$ cat src/segment_self_intersection_finder_top_macros.svh
// Assertion macros for the segment self-intersection finder.
// Used by the top level and the crossing divider; no other dependencies.
`ifndef SEGMENT_SELF_INTERSECTION_FINDER_TOP_MACROS_SVH
`define SEGMENT_SELF_INTERSECTION_FINDER_TOP_MACROS_SVH
`ifndef SYNTHESIS
`define SSIF_ASSERT_IMPL(label, clk, rst, ante, cons) \
   label: assert property (@(posedge clk) disable iff (rst) (ante) |-> (cons)) \
      else $error("ssif: implication check failed");
`define SSIF_ASSERT_NEXT(label, clk, rst, ante, cons) \
   label: assert property (@(posedge clk) disable iff (rst) (ante) |=> (cons)) \
      else $error("ssif: next-cycle check failed");
`else
`define SSIF_ASSERT_IMPL(label, clk, rst, ante, cons)
`define SSIF_ASSERT_NEXT(label, clk, rst, ante, cons)
`endif
`endif

$ cat src/ssif_pkg.sv
// Package of the segment self-intersection finder: widths, codes and types.
// No dependencies.
`timescale 1ns / 1ps
package ssif_pkg;
   localparam int CW        = 24;
   localparam int MAX_SEG   = 32;
   localparam int DW        = CW + 1;
   localparam int PW        = 2 * DW;
   localparam int NW        = PW;
   localparam int RW        = NW + 1;
   localparam int QW        = CW + 1;
   localparam int BW        = CW + 2;
   localparam int CNT_W     = $clog2(MAX_SEG + 1);
   localparam int IDX_W     = $clog2(MAX_SEG);
   localparam int LINE_W    = 24;
   localparam int THR_W     = 23;
   localparam int LIM_W     = 6;
   localparam int ZCW       = (DW > THR_W) ? DW : THR_W;
   localparam int CMPW      = (CNT_W > LIM_W) ? CNT_W : LIM_W;
   localparam int DCNT_W    = $clog2(CW + 1);
   localparam int MIN_LEN   = 100;
   localparam int SQ_W      = 15;
   localparam int MIN_LEN_SQ = MIN_LEN * MIN_LEN;
   localparam logic [THR_W-1:0] THR_RESET = THR_W'(500);
   localparam logic [LIM_W-1:0] LIM_RESET = LIM_W'(32);

   localparam logic [0:0] CSR_Z_THRESHOLD  = 1'b0;
   localparam logic [0:0] CSR_MAX_SEGMENTS = 1'b1;

   typedef enum logic [1:0] {ST_IDLE, ST_SCAN, ST_DRAIN} state_type;

   typedef struct packed {
      logic signed [CW-1:0] sx;
      logic signed [CW-1:0] sy;
      logic signed [CW-1:0] ex;
      logic signed [CW-1:0] ey;
      logic signed [CW-1:0] sz;
      logic signed [CW-1:0] ez;
      logic [LINE_W-1:0]    line;
      logic                 rapid;
   } seg_type;

   typedef struct packed {
      logic signed [CW-1:0] x1;
      logic signed [CW-1:0] y1;
      logic signed [DW-1:0] dx;
      logic signed [DW-1:0] dy;
      logic [LINE_W-1:0]    line;
      logic                 rapid;
      logic                 skip;
   } meta_type;

   typedef struct packed {
      logic [NW-1:0]        den;
      logic [NW-1:0]        tnum;
      logic signed [CW-1:0] x1;
      logic signed [CW-1:0] y1;
      logic signed [DW-1:0] dx;
      logic signed [DW-1:0] dy;
      logic [LINE_W-1:0]    line;
      logic                 rapid;
   } hit_type;

   typedef struct packed {
      logic adv;
      logic feed;
   } pipe_ctl_type;

   typedef struct packed {
      logic busy;
      logic done;
   } div_stat_type;
endpackage

$ cat src/ssif_cell.sv
// One cell of the segment ring: holds a stored segment.
// Depends on ssif_pkg.
`timescale 1ns / 1ps
module ssif_cell (
   input  logic             clock,
   input  logic             shift_en,
   input  logic             wr_en,
   input  ssif_pkg::seg_type wr_seg,
   input  ssif_pkg::seg_type nb_seg,
   output ssif_pkg::seg_type seg_o
);
   ssif_pkg::seg_type seg_ff, seg_in;

   always_comb begin
      seg_in = seg_ff;
      if (wr_en) begin
         seg_in = wr_seg;
      end else if (shift_en) begin
         seg_in = nb_seg;
      end
   end

   always_ff @(posedge clock) begin
      seg_ff <= seg_in;
   end

   assign seg_o = seg_ff;
endmodule

$ cat config.mk
export PLATFORM = sky130hd
export DESIGN_NAME = ssif_cell
export DESIGN_NICKNAME = d
export VERILOG_FILES = /design/src/segment_self_intersection_finder_top_macros.svh /design/src/ssif_pkg.sv /design/src/ssif_cell.sv
export SDC_FILE = /design/constraint.sdc
export NUM_CORES = 1
export LEC_CHECK = 0
export BUFFER_PORTS_ARGS = -buffer_cell sky130_fd_sc_hd__buf_2
export CORE_AREA = 10 10 191 193
export CTS_CLUSTER_DIAMETER = 120
export CTS_CLUSTER_SIZE = 25
export DETAILED_ROUTE_END_ITERATION = 10
export DIE_AREA = 0 0 201 203
export GPL_ROUTABILITY_DRIVEN = 0
export GPL_TIMING_DRIVEN = 0
export PLACE_DENSITY = 0.56
export SYNTH_ARGS = -nofsm -noshare
export SYNTH_HDL_FRONTEND = slang
export SYNTH_SLANG_ARGS = --single-unit
$ cat constraint.sdc
create_clock -name clock -period 6.39 [get_ports clock]
set_input_delay 0.3195 -clock clock [delete_from_list [all_inputs] [get_ports clock]]
set_output_delay 0.3195 -clock clock [all_outputs]
set_load 0.01 [all_outputs]
=== Word-level counts from Yosys, hierarchy flattened ===
Index checks and enable logic that the tools add are counted.

* Mux-type cells: 2
* Reduce and logical (&&, ||, !) cells: 1

{| class="wikitable"
|+ Operators by type and width
! cell !! count
|-
| $mux W169 || 2
|-
| $reduce_bool A2 Y1 || 1
|}

* Flip-flop bits (word level): 169
* Bits of input ports: 341
* Word-level logic and storage cells: 11

=== Logic depth before layout (Yosys ltp) ===
* Word-level depth: 2
* Depth in mapped cells: 4

=== Least setup slack after synthesis ===
Ideal clock, no wire load.

* Path kind: input port to flip-flop
* From: input port wr_en
* To: register seg_ff (netlist bit seg_o[0]), enable pin
* Arrival: 4.437 ns
* Path slack: 1.412 ns
* Cell stages on the path: 4
* Cells stage by stage: buf_6 > buf_6 > buf_6 > or2_1

* Longest elaborated chain between the ends: 1

{| class="wikitable"
|+ RTL lines
! what !! RTL line !! RTL
|-
| start, declared || ssif_cell.sv:7 || <nowiki>input logic wr_en,</nowiki>
|-
| $reduce_bool A2 Y1 (no line) || - ||
|-
| end signal, assigned || ssif_cell.sv:24 || <nowiki>seg_ff <= seg_in;</nowiki>
|-
| end, declared || ssif_cell.sv:12 || <nowiki>ssif_pkg::seg_type seg_ff, seg_in;</nowiki>
|}

Every way passes these cells.
A chain may end at the register's enable or synchronous reset.

=== Worst setup path after layout ===
* From: input port wr_en
* To: register seg_ff (netlist bit seg_o[99]), enable pin

Same word-level chain as after synthesis.

==> out/qor.txt <==
Critical Path AT = 1.85 ns
Clock transition at the registers of the reported paths = 0.08 ns
Rel. slew slack = 0.6158
Power Density = 258.9 nW/µm²
CTS tree = built
Post-synth design cell area = 7526 µm²
Syn Area/Cell = 21.02 µm²
Worst hold path class = in2reg
Number of setup buffers added after CTS = 0
Aggregate global routing overflow = 0
Finished Layout Cells = 1,342
Setup Crit Path Kind = in2reg
Leakage = 0.005213 µW
Bufs on Longest Clock Path = 2
Setup crit end kind = register
TritonRoute pass-1 iters = 5
Synth-to-layout area growth = 49.43%
CP Max Fanout = 67
WHS Path Cells = 2
First-pass GRT wire length = 39,190 µm
Inst Count DP = 1,310
I/O pin count = 510
Cts hold-fix bufs = 0
Vias in the first global route = 5,992
Initial DRC count = 195
Fill count = 3,204
CTS Root Cell = clkbuf_16
Layout cells sized above 1 = 0.8089
Die width = 201 µm
WHS = 0.1827 ns
Fin crit share = 0.2751
# clock sinks = 169
Startpoint class of the critical path = input pin
Total GRT Usage = 0.1272
Core box area = 32,450 µm²
Initial antenna violation count = 0
Post-route cell area = 11,250 µm²
Yosys warns = 0
Post-DRT Antenna Nets = 0
Die Span Y = 203 µm
Area after DPL = 10,680 µm²
Final-report setup violation count = 0
Post-CTS Resized = 0
Count of final hold-check violations = 0
Setup TNS = 0 ns
Maximum vdd drop = 0.1570 mV
DRC viols = 0
Distinct cells, synth = 6
Nets@finish = 1,228
Port-buffer cells = 508
Max cap viols = 0
Post-DP HPWL = 22,790 µm
Minimum clock period after layout = 1.758 ns
Post-synthesis net count = 699
Peak Freq = 568.9 MHz
Initial core utilization = 0.2319
Cells after synthesis = 358
CTS buffer count = 17
H-tree depth = 4
Critical Path RT = 6.48 ns
# diodes = 0
Largest register FFs = 169
Row Count = 66
Vias per std cell = 3.925
Die ar. = 40,800 µm²
Outcome = complete, no violations
Slew Viols, Final = 0
Worst Max-Slew Pin Slew = 0.5763 ns
Largest net degree at the start of global routing = 69
Via Count = 5,267
Synthesized flop and latch total = 169
Wirelength per Cell = 20.16 µm
Drt total wl = 27,060 µm
Sequential fraction of the synthesis area = 0.6743
RSZ-0062 raised after global routing = false
-- where the power goes --
| group | total (µW) | switching, µW | internal (µW) |
|---|---|---|---|
| registers | 1390 | 30.5 | 1360 |
| logic | 504 | 238 | 266 |
| clock network | 1020 | 469 | 547 |
| total | 2910 | 738 | 2170 |
-- per-layer routing --
layer | share of wire | vias to the layer above | global-route usage
met2 | 0.52 | 306 | 0.2293
met3 | 0.10 | 10 | 0.06034
li1 | - | 2475 | -
met5 | 0 | - | 0
met1 | 0.37 | 2476 | 0.1308
met4 | 0.0089 | 0 | 0.02948
-- area by class of cell --
cell class                 count  area [µm²]  share of cell area
tap                          442       553.0             0.04918
clock inverter                14       137.6             0.01224
multi-input combinational    170        2283              0.2030
timing repair buffer         510        2597              0.2310
sequential                   169        5075              0.4513
clock buffer                  18       429.2             0.03816
buffer                        19       170.2             0.01513
-- final timing paths --
kind | slack (ns) | end | start
worst max-delay path | 4.63 | seg_o[99] | wr_en
worst min-delay path | 0.18 | seg_o[134] | nb_seg[134]
-- worst max-delay path: stages --
cell    delay, ns
buf_6        0.12
buf_6        0.21
buf_6        0.20
or2_4        0.52
buf_16       0.35
-- logic make-up after synthesis --
kind of cell	share of synthesized area
muxes	0.3022
DFF	0.6743
buffers and inverters	0.02261
and+or+nand+nor	0.0008318
-- cell usage after synthesis --
cell	count	area [µm²]
edfxtp_1	169	5075
or2_1	1	6.260
buf_2	7	35.03
mux2_4	99	1486
mux2_2	70	788.3
buf_6	12	135.1
-- placed cells by master, fill, tap and decap left out --
master	instances
inv_8	2
clkinv_1	2
bufinv_16	1
buf_2	515
clkbuf_16	17
clkinv_4	4
buf_6	12
clkinvlp_4	1
or2_4	1
inv_6	4
mux2_2	70
clkbuf_1	1
mux2_4	99
buf_16	2
edfxtp_1	169
-- through the flow --
stage	total power, µW	util	setup slack, ns
6_report	2912	0.3465	4.632
5_1_grt	3047	0.3465	4.545
3_3_place_gp	1933	0.3273	-0.4110
3_5_place_dp	1934	0.3291	4.154
2_1_floorplan	1653	-	1.412
4_1_cts	2965	0.3465	4.609
(Power assumes the default switching activity.)
