==> config.mk <==
export PLATFORM = sky130hd
export DESIGN_NAME = ssif_div
export DESIGN_NICKNAME = d
export VERILOG_FILES = /design/src/ssif_pkg.sv /design/src/ssif_div.sv
export VERILOG_INCLUDE_DIRS = /design/src /design/src/src
export SDC_FILE = /design/constraint.sdc
export NUM_CORES = 2
export LEC_CHECK = 0
export BUFFER_PORTS_ARGS = -buffer_cell sky130_fd_sc_hd__buf_2
export CAP_MARGIN = 20
export CORE_MARGIN = 1
export CORE_UTILIZATION = 45
export DETAILED_ROUTE_END_ITERATION = 8
export RECOVER_POWER = 25
export SLEW_MARGIN = 30
export SYNTH_ARGS = -nofsm -noshare
export SYNTH_HDL_FRONTEND = slang
export SYNTH_SLANG_ARGS = --single-unit
==> constraint.sdc <==
create_clock -name clock -period 7.3 [get_ports clock]
set_input_delay 1.46 -clock clock [delete_from_list [all_inputs] [get_ports clock]]
set_output_delay 1.46 -clock clock [all_outputs]
set_load 0.02 [all_outputs]
==> src/segment_self_intersection_finder_top_macros.svh <==
// Assertion macros for the segment self-intersection finder.
// Used by the top level and the crossing divider; no other dependencies.
`ifndef SEGMENT_SELF_INTERSECTION_FINDER_TOP_MACROS_SVH
`define SEGMENT_SELF_INTERSECTION_FINDER_TOP_MACROS_SVH
`ifndef SYNTHESIS
`define SSIF_ASSERT_IMPL(label, clk, rst, ante, cons) \
   label: assert property (@(posedge clk) disable iff (rst) (ante) |-> (cons)) \
      else $error("ssif: implication check failed");
`define SSIF_ASSERT_NEXT(label, clk, rst, ante, cons) \
   label: assert property (@(posedge clk) disable iff (rst) (ante) |=> (cons)) \
      else $error("ssif: next-cycle check failed");
`else
`define SSIF_ASSERT_IMPL(label, clk, rst, ante, cons)
`define SSIF_ASSERT_NEXT(label, clk, rst, ante, cons)
`endif
`endif

==> src/ssif_pkg.sv <==
// Package of the segment self-intersection finder: widths, codes and types.
// No dependencies.
`timescale 1ns / 1ps
package ssif_pkg;
   localparam int CW        = 24;
   localparam int MAX_SEG   = 32;
   localparam int DW        = CW + 1;
   localparam int PW        = 2 * DW;
   localparam int NW        = PW;
   localparam int RW        = NW + 1;
   localparam int QW        = CW + 1;
   localparam int BW        = CW + 2;
   localparam int CNT_W     = $clog2(MAX_SEG + 1);
   localparam int IDX_W     = $clog2(MAX_SEG);
   localparam int LINE_W    = 24;
   localparam int THR_W     = 23;
   localparam int LIM_W     = 6;
   localparam int ZCW       = (DW > THR_W) ? DW : THR_W;
   localparam int CMPW      = (CNT_W > LIM_W) ? CNT_W : LIM_W;
   localparam int DCNT_W    = $clog2(CW + 1);
   localparam int MIN_LEN   = 100;
   localparam int SQ_W      = 15;
   localparam int MIN_LEN_SQ = MIN_LEN * MIN_LEN;
   localparam logic [THR_W-1:0] THR_RESET = THR_W'(500);
   localparam logic [LIM_W-1:0] LIM_RESET = LIM_W'(32);

   localparam logic [0:0] CSR_Z_THRESHOLD  = 1'b0;
   localparam logic [0:0] CSR_MAX_SEGMENTS = 1'b1;

   typedef enum logic [1:0] {ST_IDLE, ST_SCAN, ST_DRAIN} state_type;

   typedef struct packed {
      logic signed [CW-1:0] sx;
      logic signed [CW-1:0] sy;
      logic signed [CW-1:0] ex;
      logic signed [CW-1:0] ey;
      logic signed [CW-1:0] sz;
      logic signed [CW-1:0] ez;
      logic [LINE_W-1:0]    line;
      logic                 rapid;
   } seg_type;

   typedef struct packed {
      logic signed [CW-1:0] x1;
      logic signed [CW-1:0] y1;
      logic signed [DW-1:0] dx;
      logic signed [DW-1:0] dy;
      logic [LINE_W-1:0]    line;
      logic                 rapid;
      logic                 skip;
   } meta_type;

   typedef struct packed {
      logic [NW-1:0]        den;
      logic [NW-1:0]        tnum;
      logic signed [CW-1:0] x1;
      logic signed [CW-1:0] y1;
      logic signed [DW-1:0] dx;
      logic signed [DW-1:0] dy;
      logic [LINE_W-1:0]    line;
      logic                 rapid;
   } hit_type;

   typedef struct packed {
      logic adv;
      logic feed;
   } pipe_ctl_type;

   typedef struct packed {
      logic busy;
      logic done;
   } div_stat_type;
endpackage

==> src/ssif_div.sv <==
// Crossing point unit: radix-2 product-and-divide, one bit a cycle, X and Y lanes.
// Depends on ssif_pkg and the assertion macro header.
`timescale 1ns / 1ps
`include "segment_self_intersection_finder_top_macros.svh"
module ssif_div (
   input  logic                            clock,
   input  logic                            reset,
   input  logic                            start_i,
   input  ssif_pkg::hit_type               hit_i,
   output logic signed [ssif_pkg::CW-1:0]  cx_o,
   output logic signed [ssif_pkg::CW-1:0]  cy_o,
   output ssif_pkg::div_stat_type          stat_o
);
   localparam int CW = ssif_pkg::CW;
   localparam int NW = ssif_pkg::NW;
   localparam int RW = ssif_pkg::RW;
   localparam int QW = ssif_pkg::QW;
   localparam int BW = ssif_pkg::BW;
   localparam int DCNT_W = ssif_pkg::DCNT_W;

   logic busy_ff, done_ff;
   logic [DCNT_W-1:0] cnt_ff;
   logic [NW-1:0] den_ff, tn_ff;
   logic [CW-1:0] magx_ff, magy_ff;
   logic negx_ff, negy_ff;
   logic signed [CW-1:0] x1_ff, y1_ff, cx_ff, cy_ff;
   logic [RW-1:0] remx_ff, remy_ff;
   logic [QW-1:0] qx_ff, qy_ff;
   logic [RW+1:0] stx, sty;
   logic [CW-1:0] absx, absy;

   // one step: rem = 2 rem + bit * tn, then take out up to two denominators
   function automatic logic [RW+1:0] div_step(logic [RW-1:0] rem, logic bit_in,
                                              logic [NW-1:0] tn, logic [NW-1:0] d);
      logic [RW:0] t, d1, d2;
      logic [1:0] dig;
      t  = {rem, 1'b0} + (bit_in ? (RW+1)'(tn) : '0);
      d1 = (RW+1)'(d);
      d2 = {d1[RW-1:0], 1'b0};
      dig = 2'd0;
      if (t >= d2) begin
         t = t - d2;
         dig = 2'd2;
      end else if (t >= d1) begin
         t = t - d1;
         dig = 2'd1;
      end
      return {t[RW-1:0], dig};
   endfunction

   // base = x1 +/- q, then round the leftover r/d with ties away from zero
   function automatic logic signed [CW-1:0] round_fn(logic signed [CW-1:0] x1, logic neg,
                                                     logic [QW-1:0] q, logic [RW-1:0] r,
                                                     logic [NW-1:0] d);
      logic signed [BW-1:0] base, qs, res;
      logic [RW:0] r2, dd;
      logic gt, eq;
      qs = $signed({1'b0, q});
      base = neg ? (BW'(x1) - qs) : (BW'(x1) + qs);
      r2 = {r, 1'b0};
      dd = (RW+1)'(d);
      gt = r2 > dd;
      eq = r2 == dd;
      res = base;
      if (!neg) begin
         if (gt || (eq && !base[BW-1])) res = base + BW'(1);
      end else begin
         if (gt || (eq && (base <= 0))) res = base - BW'(1);
      end
      return res[CW-1:0];
   endfunction

   assign stx = div_step(remx_ff, magx_ff[CW-1], tn_ff, den_ff);
   assign sty = div_step(remy_ff, magy_ff[CW-1], tn_ff, den_ff);
   assign absx = hit_i.dx[CW] ? CW'(-hit_i.dx) : hit_i.dx[CW-1:0];
   assign absy = hit_i.dy[CW] ? CW'(-hit_i.dy) : hit_i.dy[CW-1:0];

   always_ff @(posedge clock) begin
      if (reset) begin
         busy_ff <= 1'b0;
         done_ff <= 1'b0;
         cnt_ff  <= '0;
      end else begin
         done_ff <= 1'b0;
         if (start_i) begin
            busy_ff <= 1'b1;
            cnt_ff  <= DCNT_W'(CW);
         end else if (busy_ff) begin
            if (cnt_ff == '0) begin
               busy_ff <= 1'b0;
               done_ff <= 1'b1;
            end else begin
               cnt_ff <= cnt_ff - DCNT_W'(1);
            end
         end
      end
   end

   always_ff @(posedge clock) begin
      if (start_i) begin
         den_ff  <= hit_i.den;
         tn_ff   <= hit_i.tnum;
         magx_ff <= absx;
         magy_ff <= absy;
         negx_ff <= hit_i.dx[CW];
         negy_ff <= hit_i.dy[CW];
         x1_ff   <= hit_i.x1;
         y1_ff   <= hit_i.y1;
         remx_ff <= '0;
         remy_ff <= '0;
         qx_ff   <= '0;
         qy_ff   <= '0;
      end else if (busy_ff && (cnt_ff != '0)) begin
         magx_ff <= {magx_ff[CW-2:0], 1'b0};
         magy_ff <= {magy_ff[CW-2:0], 1'b0};
         remx_ff <= stx[RW+1:2];
         remy_ff <= sty[RW+1:2];
         qx_ff   <= {qx_ff[QW-2:0], 1'b0} + QW'(stx[1:0]);
         qy_ff   <= {qy_ff[QW-2:0], 1'b0} + QW'(sty[1:0]);
      end else if (busy_ff) begin
         cx_ff <= round_fn(x1_ff, negx_ff, qx_ff, remx_ff, den_ff);
         cy_ff <= round_fn(y1_ff, negy_ff, qy_ff, remy_ff, den_ff);
      end
   end

   assign cx_o = cx_ff;
   assign cy_o = cy_ff;
   assign stat_o.busy = busy_ff;
   assign stat_o.done = done_ff;

   `SSIF_ASSERT_IMPL(a_no_restart, clock, reset, start_i, !busy_ff)
   `SSIF_ASSERT_NEXT(a_done_pulse, clock, reset, done_ff, !done_ff)
   `SSIF_ASSERT_IMPL(a_cnt_range, clock, reset, busy_ff, cnt_ff <= DCNT_W'(CW))
endmodule

-- Word level (Yosys, flattened, before mapping)
Cells that the tools add are included.
- bitwise logic cells: 4
- shifts and indexed selects: 0
- $lt $le $gt $ge: 8
- mux-type cells: 31
- multiply operators: 0
- eq/ne operators: 3
- add/sub/neg operators: 19
- div/mod/pow operators: 0
- reductions and logical operators: 20
- operator list (cell ; number):
    $mux 24 ; 12
    $mux 51 ; 4
    $add 52x50->52 ; 2
    $eq 52x50->1 ; 2
    $ge 52x50->1 ; 2
    $ge 52x51->1 ; 2
    $gt 52x50->1 ; 2
    $sub 51x50->51 ; 2
    $sub 51x51->51 ; 2
    $mux 50 ; 2
    $add 24x26->26 ; 2
    $le 26x1->1 const B ; 2
    $mux 26 ; 2
    $sub 24x26->26 ; 2
    $add 25x2->25 ; 2
    $add 24x2->24 const B ; 2
    $neg 24->24 ; 2
    $sub 24x2->24 const B ; 2
    $mux 5 ; 3
    $mux 1 ; 6
    $logic_and 1x1->1 ; 5
    $logic_not 5->1 ; 1
    $reduce_bool 5->1 ; 1
    $sub 5x1->5 const B ; 1
    10 further kinds ; 20
- bits in registers: 405
- input bits: 226
- word-level logic and storage cells: 103
- memories: 0
- output and inout port bits: 50
- bits in latches: 0
- memory bits (read-only): 0
- memory bits (writable): 0

-- Depth between registers and ports, before layout
- depth in word-level cells: 7
- mapped depth: 34
- mapped depth without buffers: 30

-- Worst setup path before layout
No wires, ideal clock.
- path type: register -> register
- start: register magy_ff[23]
- end: register qy_ff[19]
- buffers on the path: 4
- stages on the path, launching flop included: 34
- slack: 226 ps
- data arrival time: 6988 ps
- required time: 7214 ps
- period minus slack after synthesis: 7074 ps
- setup time: 86 ps
- cells stage by stage: edfxtp_1 -> clkbuf_1 -> and2_1 -> ha_1 -> fa_1 -> a211oi_1 -> o21bai_1 -> o211ai_1 -> o31a_1 -> o41ai_4 -> a21oi_1 -> a21boi_0 -> mux2i_1 -> nor2_1 -> ha_1 -> clkbuf_1 -> nand4_1 -> or4_1 -> o31a_1 -> o211ai_1 -> a211o_1 -> a41oi_1 -> o21a_1 -> inv_1 -> buf_2 -> buf_1 -> ha_1 -> ha_1 -> and3_1 -> nand3_1 -> nor2_1 -> nand3_1 -> xor2_1 -> a211oi_1
- cells in the longest elaborated chain, start to end: 6
- elaborated cells on any way between the ends: 7
- classes of those cells: add/sub (2); order compare (2); mux (3)
- ends and longest elaborated chain (element ; RTL line ; text):
    from (decl) ; ssif_div.sv:24 ; logic [CW-1:0] magx_ff, magy_ff;
    from (signal assigned) ; ssif_div.sv:104 ; magy_ff <= absy;
    from (signal assigned) ; ssif_div.sv:115 ; magy_ff <= {magy_ff[CW-2:0], 1'b0};
    $mux 50 (*) ; ssif_div.sv:37 ; t = {rem, 1'b0} + (bit_in ? (RW+1)'(tn) : '0);
    $add 52x50->52 (*) ; ssif_div.sv:37 ;
    $ge 52x50->1 ; ssif_div.sv:44 ; end else if (t >= d1) begin
    $mux 1 ; ssif_div.sv:44 ;
    $mux 2 (*) ; ssif_div.sv:41 ; if (t >= d2) begin
    $add 25x2->25 (*) ; ssif_div.sv:119 ; qy_ff <= {qy_ff[QW-2:0], 1'b0} + QW'(sty[1:0]);
    to (signal assigned) ; ssif_div.sv:119 ;
    to (decl) ; ssif_div.sv:28 ; logic [QW-1:0] qx_ff, qy_ff;
Every way passes the cells marked *; elsewhere a longest branch is shown, timed or not.
A chain may end at the register's enable or synchronous reset.

-- Worst setup path after layout
- start: register magy_ff[23]
- end: register qy_ff[13]
The elaborated chain is that of the path after synthesis.

==> impl_metrics.tcl <==
set metrics [dict create \
    syn_nets 5949 \
    postSynthCellCount 5251 \
    wl_met1_um 67000 \
    worstSetupPathType "flop to flop" \
    worstSetupEndpointType "flop" \
    skew_ns 0.0297 \
    startpoint "magy_ff[23]$_DFFE_PP_" \
    layout_common_cells "a21oi_1 (510), ha_1 (463), nor2_1 (438), nand2_1 (407), o21ai_0 (325)" \
    grt_max_degree 131 \
    worstPathMaxFanout 36 \
    io_buffer_count 250 \
    maxCapViolCount 0 \
    post-route-period-util_pct 96.4 \
    r2r_start "magy_ff[23]$_DFFE_PP_" \
    first_pass_iters 9 \
    required_ns 7.87 \
    slowest_delay_ns 0.56 \
    synthArstFlopShare_pct 0 \
    yosysSeqAreaShare_pct 24.8 \
    synth_edf_count 246 \
    cts_max_level 2 \
    dr_wl_met2_um 68400 \
    core_area_um2 93500 \
    drt-initial-drc-count 3333 \
    highest_layer "met4" \
    area_growth_pct 13.5 \
    syn_avg_cell_area_um2 8.10 \
    viasPerCell 6.03 \
    tns_ns 0 \
    die_height_um 309 \
    gr-total-overflow 0 \
    max-slew-margin-rel_pct 26.7 \
    design_area_um2 48300 \
    ys_ff_latch 405 \
    hold_viol_final 0 \
    start_util_pct 45.5 \
    final_common_cell "a21oi_1" \
    timing.fmax_ghz 0.142 \
    ys_warn_count 0 \
    insertion_delay_ns 0.68 \
    gp_congestion 0.961 \
    placed_area_um2 46200 \
    drive_above_1_share_pct 11.6 \
    p_per_area_nw_per_um2 316 \
    cts.clk_slew.worst_paths_ns 0.06 \
    ctsHoldBuffers 0 \
    p_leak_nw 20.5 \
    syn-cell-area_um2 42500 \
    cts_sinks 405 \
    cp_common_cell "ha_1" \
    finalWirelength_um 149000 \
    r2r_setup_slack_ns 0.26 \
    synth_cell_types 96 \
    routed-wl-met3_um 8380 \
    wl_per_cell_um 21.8 \
    multi_input_comb_area_um2 30600 \
    fillCellCount 9116 \
    clk_path_buf_depth 3 \
    vias 41277 \
    io_pins 276 \
    critPathSlowestCell "or4_1" \
    worst_setup_path_start_kind "flop" \
    synth-main-ff-cell "edfxtp_1" \
    ant_nets 0 \
    die_width_um 309 \
    cts_tree "done" \
    grt_pass1_vias 38759 \
    die-area_um2 95800 \
    min_path_type "flop to flop" \
    nNetsFinal 6242 \
    min_from "qy_ff[24]$_SDFFE_PP0P_" \
    num_rows 112 \
    arrival_ns 7.61 \
    ir_worst_vdd_mv 0.221 \
    status "completed" \
    ff_latch_area_um2 10600 \
    cts_buffers 53 \
    finalCriticalPeriod_ns 7.04 \
    hpwl_um 120000 \
    drc 0 \
    grt_usage_pct 30.4 \
    grt_pass1_wl_um 225000 \
    setup_viol 0 \
    root_buffer "clkbuf_16" \
    antenna_found_initial 1 \
    worstMarginPinSlew_ns 1.09 \
    maxSlewViolCount 0 \
]
## logic make-up after synthesis
family                     synth area share (%)
buffers and inverters                      3.74
DFF                                        24.8
xor gates and xnor gates                   10.0
adders and majority gates                  14.0
and+or+nand+nor                            19.8
AOI/OAI and AO/OA                          26.0
muxes                                      1.53
## critical path, delay by kind of cell (launching register included)
family / cells / cell delay [ns]
xor+xnor: 1 / 0.13
fa+ha+maj: 5 / 1.29
simple gates: 7 / 1.68
buf+inv: 5 / 0.74
flops: 1 / 0.41
compound gates: 13 / 2.61
## Yosys cell counts (57+ instances only)
library cell / instances / area, um2
ha_1: 464 / 5810
nand4_1: 97 / 607
xnor2_1: 275 / 2410
nand3_1: 127 / 636
and2_1: 146 / 913
o21ai_0: 329 / 1650
a21o_1: 185 / 1390
edfxtp_1: 246 / 7390
o21a_1: 57 / 428
a211oi_1: 119 / 893
and3_1: 72 / 450
clkbuf_1: 177 / 664
a31oi_1: 63 / 394
nor2_1: 441 / 1660
xor2_1: 213 / 1870
nand2_1: 408 / 1530
inv_1: 182 / 683
a21oi_1: 513 / 2570
nor3_1: 116 / 581
dfxtp_1: 159 / 3180
## what timing repair did
| action | CTS | global route |
|---|---|---|
| setup endpoints to repair | 0 | 102 |
| gates resized for setup | 0 | 40 |
| buffers inserted | 0 | 6 |
## area by class of cell
type                       count  area share, %
clock inverter                35          0.832
antenna                        3         0.0156
timing repair buffer         469           6.31
multi-input combinational   4432           63.4
inverter                     183           1.42
tap                         1254           3.25
sequential                   405           21.9
clock buffer                  65           2.91
## per-layer routing
metal,global-route usage [%],up-vias
li1,-,20216
met1,40.7,19479
met2,50.4,1353
met3,3.11,229
met4,10.9,0
met5,0,-
## where the power goes
group | internal [W] | leakage [nW] | switching (W) | total, W
sequential | 0.00274 | 3.67 | 0.000232 | 0.00298
clock | 0.00160 | 0.854 | 0.00117 | 0.00276
combinational | 0.00375 | 15.9 | 0.00577 | 0.00952
## flip-flops by register name, summed over array words and instances, names as in the netlist, 5 cells and up
register  count
remx_ff      51
remy_ff      51
den_ff       50
tn_ff        50
qx_ff        25
qy_ff        25
cx_o         24
cy_o         24
magx_ff      24
magy_ff      24
x1_ff        24
y1_ff        24
cnt_ff        5
## final timing paths
kind,end,cells past startpoint
min,qy_ff[24]$_SDFFE_PP0P_,2
min reg2reg,qy_ff[24]$_SDFFE_PP0P_,2
max,qy_ff[13]$_SDFFE_PP0P_,31
max reg2reg,qy_ff[13]$_SDFFE_PP0P_,31
## stage by stage
step / cells / hold WS [ns] / power, W / setup WS (ns) / utilization [%]
finish: 6846 / 0.517 / 0.0153 / 0.263 / 51.6
detailed placement: 6736 / 0.500 / 0.0123 / 0.0452 / 49.5
floorplan: 5251 / 0.448 / 0.00953 / 0.226 / -
global route: 6844 / 0.537 / 0.0163 / -0.0365 / 51.6
CTS: 6836 / 0.520 / 0.0151 / 0.00990 / 51.4
global placement: 6736 / 0.487 / 0.0123 / 0.0725 / 49.5
(Power assumes the default switching activity.)
